### src/design/radius_match_hit_filter_defines.svh
// Assertion macros shared by the radius match hit filter RTL.
`ifndef RADIUS_MATCH_HIT_FILTER_DEFINES_SVH
`define RADIUS_MATCH_HIT_FILTER_DEFINES_SVH

// Same-cycle implication, checked on clk_i, off while rst_ni is low
`define RMHF_ASSERT_IMP(lbl, ante, cons, msg) \
  lbl: assert property (@(posedge clk_i) disable iff (!rst_ni) (ante) |-> (cons)) \
    else $error(msg);

// Next-cycle implication, checked on clk_i, off while rst_ni is low
`define RMHF_ASSERT_NXT(lbl, ante, cons, msg) \
  lbl: assert property (@(posedge clk_i) disable iff (!rst_ni) (ante) |=> (cons)) \
    else $error(msg);

`endif

### src/design/rmhf_pkg.sv
// Types and constants of the radius match hit filter.
`default_nettype none

package rmhf_pkg;

  localparam int unsigned POS_W  = 16;
  localparam int unsigned ID_W   = 16;
  localparam int unsigned SQ_W   = 32;          // one squared difference of two 16-bit positions
  localparam int unsigned DIST_W = SQ_W + 2;    // sum of three squares
  localparam int unsigned CFG_W  = 16;
  localparam int unsigned CFG_AW = 2;

  // Request kind carried in tuser
  typedef enum logic [1:0] {
    REQ_LOAD  = 2'd0,
    REQ_TEST  = 2'd1,
    REQ_CLEAR = 2'd2
  } req_e;

  // Configuration register indexes
  typedef enum logic [CFG_AW-1:0] {
    CFG_BEAM_LOW  = 2'd0,
    CFG_BEAM_HIGH = 2'd1,
    CFG_RADIUS    = 2'd2
  } cfg_e;

  // One item traveling down the cell chain
  typedef struct packed {
    logic                    vld;
    req_e                    kind;
    logic [ID_W-1:0]         id;
    logic signed [POS_W-1:0] x;
    logic signed [POS_W-1:0] y;
    logic signed [POS_W-1:0] z;
    logic                    band;  // test hit inside beam band, never kept
    logic                    flag;  // load: stored; test: matched
  } item_t;

endpackage

`default_nettype wire

### src/design/rmhf_cell.sv
// One candidate cell: holds a candidate and checks passing test hits against it.
`default_nettype none

`include "radius_match_hit_filter_defines.svh"

module rmhf_cell (
  input  logic                        clk_i,
  input  logic                        rst_ni,
  input  logic                        adv_i,
  input  logic [rmhf_pkg::SQ_W-1:0]   r2_i,
  input  rmhf_pkg::item_t             item_i,
  output rmhf_pkg::item_t             item_o
);

  // Stored candidate
  logic signed [rmhf_pkg::POS_W-1:0] cx_q, cy_q, cz_q;
  logic                              cvld_q, cvld_d;

  // Stage A: squared differences
  rmhf_pkg::item_t            a_q, a_d;
  logic [rmhf_pkg::SQ_W-1:0]  sqx_q, sqy_q, sqz_q;
  logic                       a_hit_q;

  // Stage B: distance compare
  rmhf_pkg::item_t            b_q, b_d;

  logic signed [rmhf_pkg::POS_W:0]       dx, dy, dz;
  logic signed [2*rmhf_pkg::POS_W+1:0]   px, py, pz;
  logic [rmhf_pkg::DIST_W-1:0]           dist2;
  logic                                  capture;

  // Differences and squares against the held candidate
  assign dx = {item_i.x[rmhf_pkg::POS_W-1], item_i.x} - {cx_q[rmhf_pkg::POS_W-1], cx_q};
  assign dy = {item_i.y[rmhf_pkg::POS_W-1], item_i.y} - {cy_q[rmhf_pkg::POS_W-1], cy_q};
  assign dz = {item_i.z[rmhf_pkg::POS_W-1], item_i.z} - {cz_q[rmhf_pkg::POS_W-1], cz_q};
  assign px = dx * dx;
  assign py = dy * dy;
  assign pz = dz * dz;

  // First empty cell takes a load that nobody stored yet
  assign capture = item_i.vld && (item_i.kind == rmhf_pkg::REQ_LOAD) &&
                   !item_i.flag && !cvld_q;

  always_comb begin
    a_d    = item_i;
    cvld_d = cvld_q;
    if (item_i.vld && (item_i.kind == rmhf_pkg::REQ_CLEAR)) begin
      cvld_d = 1'b0;
    end else if (capture) begin
      cvld_d   = 1'b1;
      a_d.flag = 1'b1;
    end
  end

  // Sum of squares against squared radius
  assign dist2 = {2'b00, sqx_q} + {2'b00, sqy_q} + {2'b00, sqz_q};

  always_comb begin
    b_d = a_q;
    if (a_q.vld && (a_q.kind == rmhf_pkg::REQ_TEST) && a_hit_q && !a_q.band &&
        (dist2 < {2'b00, r2_i})) begin
      b_d.flag = 1'b1;
    end
  end

  // Control and stage registers
  always_ff @(posedge clk_i or negedge rst_ni) begin
    if (!rst_ni) begin
      cvld_q  <= 1'b0;
      a_q     <= '0;
      b_q     <= '0;
      a_hit_q <= 1'b0;
    end else if (adv_i) begin
      cvld_q  <= cvld_d;
      a_q     <= a_d;
      b_q     <= b_d;
      a_hit_q <= cvld_q;
    end
  end

  // Payload: candidate position and squares
  always_ff @(posedge clk_i) begin
    if (adv_i) begin
      sqx_q <= px[rmhf_pkg::SQ_W-1:0];
      sqy_q <= py[rmhf_pkg::SQ_W-1:0];
      sqz_q <= pz[rmhf_pkg::SQ_W-1:0];
      if (capture) begin
        cx_q <= item_i.x;
        cy_q <= item_i.y;
        cz_q <= item_i.z;
      end
    end
  end

  assign item_o = b_q;

  `RMHF_ASSERT_NXT(a_clear_empties, adv_i && item_i.vld && (item_i.kind == rmhf_pkg::REQ_CLEAR), !cvld_q, "clear transfer left cell occupied")
  `RMHF_ASSERT_IMP(a_fill_by_load, $rose(cvld_q), $past(adv_i && capture), "cell filled without a load")
  `RMHF_ASSERT_IMP(a_one_capture, capture, !item_i.flag, "load stored twice")

endmodule

`default_nettype wire

### config.mk
export PLATFORM = sky130hd
export DESIGN_NAME = rmhf_cell
export DESIGN_NICKNAME = d
export VERILOG_FILES = /design/src/design/rmhf_pkg.sv /design/src/design/rmhf_cell.sv
export VERILOG_INCLUDE_DIRS = /design/src /design/src/design
export SDC_FILE = /design/constraint.sdc
export NUM_CORES = 2
export LEC_CHECK = 0
export ABC_AREA = 0
export ABC_CLOCK_PERIOD_IN_PS = 7590
export BUFFER_PORTS_ARGS = -buffer_cell sky130_fd_sc_hd__buf_2
export CORE_MARGIN = 4
export CORE_UTILIZATION = 45
export DETAILED_ROUTE_END_ITERATION = 10
export SETUP_SLACK_MARGIN = 0.4
export SYNTH_ARGS = -nofsm -noshare
export SYNTH_HDL_FRONTEND = slang
export SYNTH_SLANG_ARGS = --single-unit
### constraint.sdc
create_clock -name clk_i -period 7.59 [get_ports clk_i]
set_input_delay 0.3795 -clock clk_i [delete_from_list [all_inputs] [get_ports clk_i]]
set_output_delay 0.3795 -clock clk_i [all_outputs]
set_load 0.01 [all_outputs]
# Word-level counts from Yosys, hierarchy flattened
# Index checks and enable logic that the tools add are counted.
# op_classes
div	0
n_mul	3
n_eq_ne	2
n_reduce_logical	15
n_mux	5
bitwise_logic	0
shifts	0
addsub	5
n_lt_le_gt_ge	1
# ops
operator	n
multiplier 17 x 17 -> 32 bit	3
subtractor 16 x 16 -> 17 bit	3
adder 33 x 32 -> 34 bit	1
less-than comparator 34 x 32 -> 1 bit	1
adder 32 x 32 -> 33 bit	1
logical AND 1 bit	8
2-to-1 mux 1 bit	5
AND reduction 2 bit	2
logical NOT 1 bit	3
== test 2 x 1 -> 1 bit (second input constant)	1
== test 2 bit (second input constant)	1
logical NOT 2 bit	1
nonzero test 2 bit	1
# word_totals
ramBits	0
mem_count	0
word_cells	55
ff_bits	284
output_inout_bits	69
input_bits	104
rom_bits	0
latchBits	0

# Logic depth before layout (Yosys ltp)
# depth
word_depth	6
depth_mapped	36

# Worst setup path after synthesis
# OpenSTA, ideal clock, no wires.
# synth_timing
path_type	input to register
start	in item_i[34] (netlist bit)
end	reg sqx_q[31] (netlist bit), data pin
setup_ns	0.260
n_path_buf	1
t_arrival_ns	8.185
setup_slack_ns	-0.855
cell_stages	35
path_cell_list	inv_1 -> ha_1 -> inv_1 -> fa_1 -> a21o_1 -> a21oi_2 -> o21ai_1 -> a311o_1 -> a21o_1 -> a21o_1 -> xnor2_2 -> inv_2 -> clkbuf_1 -> nand2_1 -> fa_1 -> inv_1 -> fa_1 -> inv_1 -> fa_1 -> inv_1 -> fa_1 -> fa_1 -> inv_1 -> fa_1 -> inv_1 -> ha_1 -> a21o_4 -> a2111oi_4 -> o211ai_2 -> a211o_1 -> a211o_1 -> a31o_1 -> a31oi_1 -> xnor2_1 -> xnor2_1
# synth_via
elab_chain_cells	2
# synth_lines
element	line	rtl
start, declared	rmhf_cell.sv:11	input rmhf_pkg::item_t item_i,
subtractor 16 x 16 -> 17 bit	rmhf_cell.sv:33	assign dx = {item_i.x[rmhf_pkg::POS_W-1], item_i.x} - {cx_q[rmhf_pkg::POS_W-1], cx_q};
multiplier 17 x 17 -> 32 bit	rmhf_cell.sv:36	assign px = dx * dx;
net px, one bit	rmhf_cell.sv:28	logic signed [2*rmhf_pkg::POS_W+1:0] px, py, pz;
end signal, assigned	rmhf_cell.sv:84	sqx_q <= px[rmhf_pkg::SQ_W-1:0];
end, declared	rmhf_cell.sv:21	logic [rmhf_pkg::SQ_W-1:0] sqx_q, sqy_q, sqz_q;
# The timed path passes the listed nets, and every way through them passes these cells.
# A chain may end at the register's enable or synchronous reset.

# Worst setup path after layout
# layout_timing
start	reg cx_q[0] (netlist bit)
end	reg sqx_q[31] (netlist bit), data pin
# layout_via
elab_chain_cells	2
# layout_lines
element	line	rtl
start, declared	rmhf_cell.sv:16	logic signed [rmhf_pkg::POS_W-1:0] cx_q, cy_q, cz_q;
start signal, assigned	rmhf_cell.sv:88	cx_q <= item_i.x;
subtractor 16 x 16 -> 17 bit	rmhf_cell.sv:33	
multiplier 17 x 17 -> 32 bit	rmhf_cell.sv:36	
net px, one bit	rmhf_cell.sv:28	
# The timed path passes the listed nets, and every way through them passes these cells.

==> metrics.md <==
| Metric | Value |
|---|---|
| Slowest CP cell | fa_1 |
| Root Driver | clkbuf_16 |
| CTS clk-pin slew, worst paths | 0.06 ns |
| Count leader, synth | inv_1 |
| Max-slew violations | 0 |
| Unrepaired setup endpoints after global routing | yes |
| DR WL/cell | 16.8 um |
| Syn Area/Cell | 10.1 um^2 |
| Max Cap Viol | 0 |
| Initial Utilization | 0.457 |
| Max Root-Sink Buffers | 3 |
| Antenna cells | 0 |
| Most used cell along the critical path | fa_1 |
| Area leader, netlist | fa_1 |
| TritonCTS clock tree | built |
| Outcome | complete, but fails checks |
| Fillers | 8107 |
| Final setup fails | 7 |
| Worst Path Max Fanout | 6 |
| Synth warn | 0 |
| Cts bufs inserted | 36 |
| Crit end category | register |
| First-pass DRT Iterations | 5 |
| Worst slew pin tran | 1.05 ns |
| Failing checks | setup timing |
| # DRC | 0 |
| Fraction of layout cells with a size suffix above 1 | 0.287 |
| Post-synth cell types | 80 |
| Worst setup startpoint | cx_q[0] |
| Final Core Density | 0.574 |
| Chip width | 314 um |
| Register area share after synthesis | 0.184 |
| Largest net degree at the start of global routing | 88 |
| Final HPWL DP | 88200 um |
| Post-Synthesis Cells | 4163 |
| GRT Residual Overflow | 0 |
| Startpoint types | register |
| Setup tns final | -1.48 ns |
| Post-synthesis instance area | 42100 um^2 |
| IO buf count | 172 |
| Fin area | 52900 um^2 |
| Worst reg2reg endpoint | sqx_q[31] |
| Number of flops mapped to enable cells by yosys | 141 |
| Synth async-reset ratio | 0.498 |
| Worst skew pair latency | 0.56 ns |
| Initial antenna violation count | 0 |
| R2R setup slack | -0.46 ns |
| Detail Route Antenna Nets | 0 |
| Hold Crit Class | in -> reg |
| Crit path DAT | 8.35 ns |
| Die H | 314 um |
| Core Rows | 111 |
| Final hold violation count | 0 |
| Reg2reg start | cx_q[0] |
| DR iter-0 viols | 1308 |
| Commonest cells post-synth | inv_1 (1061), fa_1 (807), nor2_1 (356) |
| First-pass GRT wire length | 173000 um |
| I/O Pins | 173 |
| Final Skew | 0.0223 ns |
| CTS sink cnt | 281 |
| Vias per Instance | 4.87 |
| Vias in the first global route | 33000 |
| Routed Wire Length | 105000 um |
| Placed instance area | 49300 um^2 |
| Worst Setup Path Type | reg -> reg |
| Slew headroom | 0.300 |
| Final WS setup | -0.463 ns |
| CP required | 7.88 ns |
| Routability Congestion | 0.897 |
| Via count | 30400 |
| Primary FF master, synth | edfxtp_1 |
| Top post-synthesis cells by area | fa_1 (38%), ha_1 (10%), edfxtp_1 (10%), inv_1 (9.5%), dfrtp_1 (8.3%) |
| CTS HTree Levels | 2 |
| Layout area overhead | 25.7% |
| Die area | 98600 um^2 |
| Nets | 6229 |
| Final period utilization | 1.06 |
| Hold WS | 0.0410 ns |
| Reg2Reg Depth | 34 |
| Min Tclk post-route | 8.05 ns |
| Core area | 92200 um^2 |
| Yosys top cell area share | 0.384 |
| GR Util All Layers | 0.220 |
| CP max stage delay | 0.50 ns |
| Critical Path Sink | sqx_q[31] |
| Highest achievable clock rate | 0.124 GHz |
| #FFs+latches synth | 281 |
registers in the layout, indices dropped and copies added, names as in the netlist:
name	flops
sqy_q	31
a_q	69
sqz_q	31
sqx_q	31
cx_q	16
a_hit_q	1
item_o	69
cz_q	16
cy_q	16
cvld_q	1
critical path: cells and delay by family (launching register included):
| family | cells | cell delay [ns] |
|---|---|---|
| adders and majority gates | 9 | 3.60 |
| and+or+nand+nor | 1 | 0.06 |
| AOI/OAI and AO/OA | 13 | 2.86 |
| buffers and inverters | 9 | 0.66 |
| DFF | 1 | 0.36 |
| xor gates and xnor gates | 2 | 0.24 |
layout by cell type, fill, tap and decap left out, types with 116 or more instances in the layout:
cell      instances
edfxtp_1        141
mux2_2          136
inv_1          1006
nor2_1          300
nand2_1         240
dfrtp_1         140
fa_1            780
ha_1            297
buf_2           170
xnor2_1         116
buf_4           606
cell type report:
| type | count | area, um^2 | area share |
|---|---|---|---|
| Multi-Input combinational cell | 2715 | 31900 | 0.603 |
| Clock inverter | 19 | 181 | 0.00343 |
| Tap cell | 1243 | 1560 | 0.0294 |
| Timing Repair Buffer | 859 | 6460 | 0.122 |
| Sequential cell | 281 | 7740 | 0.146 |
| Clock buffer | 46 | 958 | 0.0181 |
| Inverter | 1081 | 4100 | 0.0775 |
worst min-delay path by stage:
stage	start	to	slack, ns	depth (start not counted)
after floorplan	rst_ni	a_hit_q	0.08	0
after global placement	a_q[62]	item_o[62]	0.48	1
after detailed placement	rst_ni	item_o[50]	0.49	1
after CTS	item_i[1]	a_q[1]	0.003	2
after global routing	item_i[12]	cz_q[10]	0.02	1
final	item_i[32]	cy_q[14]	0.04	1
through the flow:
| stage | cells | setup slack (ns) |
|---|---|---|
| 2_1_floorplan | 4164 | -0.302 |
| 3_3_place_gp | 6080 | -0.568 |
| 3_5_place_dp | 6080 | -0.700 |
| 4_1_cts | 6203 | -0.416 |
| 5_1_grt | 6244 | -0.709 |
| 6_report | 6244 | -0.463 |
cell families after synthesis:
family | after synthesis | share of synthesized area
xor+xnor | 185 | 0.0388
other cells | 2 | 0.000178
fa+ha+maj | 1151 | 0.486
compound gates | 396 | 0.0635
simple gates | 842 | 0.0866
mux | 138 | 0.0368
buf+inv | 1168 | 0.105
flops | 281 | 0.184
repair_timing:
item                                    in CTS  in global routing
setup buffers                               46                 41
endpoints found under the hold margin       91                  0
endpoints found under the setup margin      48                 53
pin swaps                                  126                105
hold buffers                                12                  0
gates resized for setup                    198                218
routing by layer:
metal | vias to the layer above | track usage | share of wire | wire (um)
met5 | - | 0 | 0 | 0
met4 | 0 | 0.0495 | 0.024 | 2490
met3 | 138 | 0.0305 | 0.047 | 4900
met2 | 590 | 0.360 | 0.47 | 49500
met1 | 15300 | 0.313 | 0.46 | 47700
li1 | 14400 | - | - | -
Power is left out: the tool's default activity adds up to more than one toggle a clock period on the data nets, which glitch-free logic cannot reach.
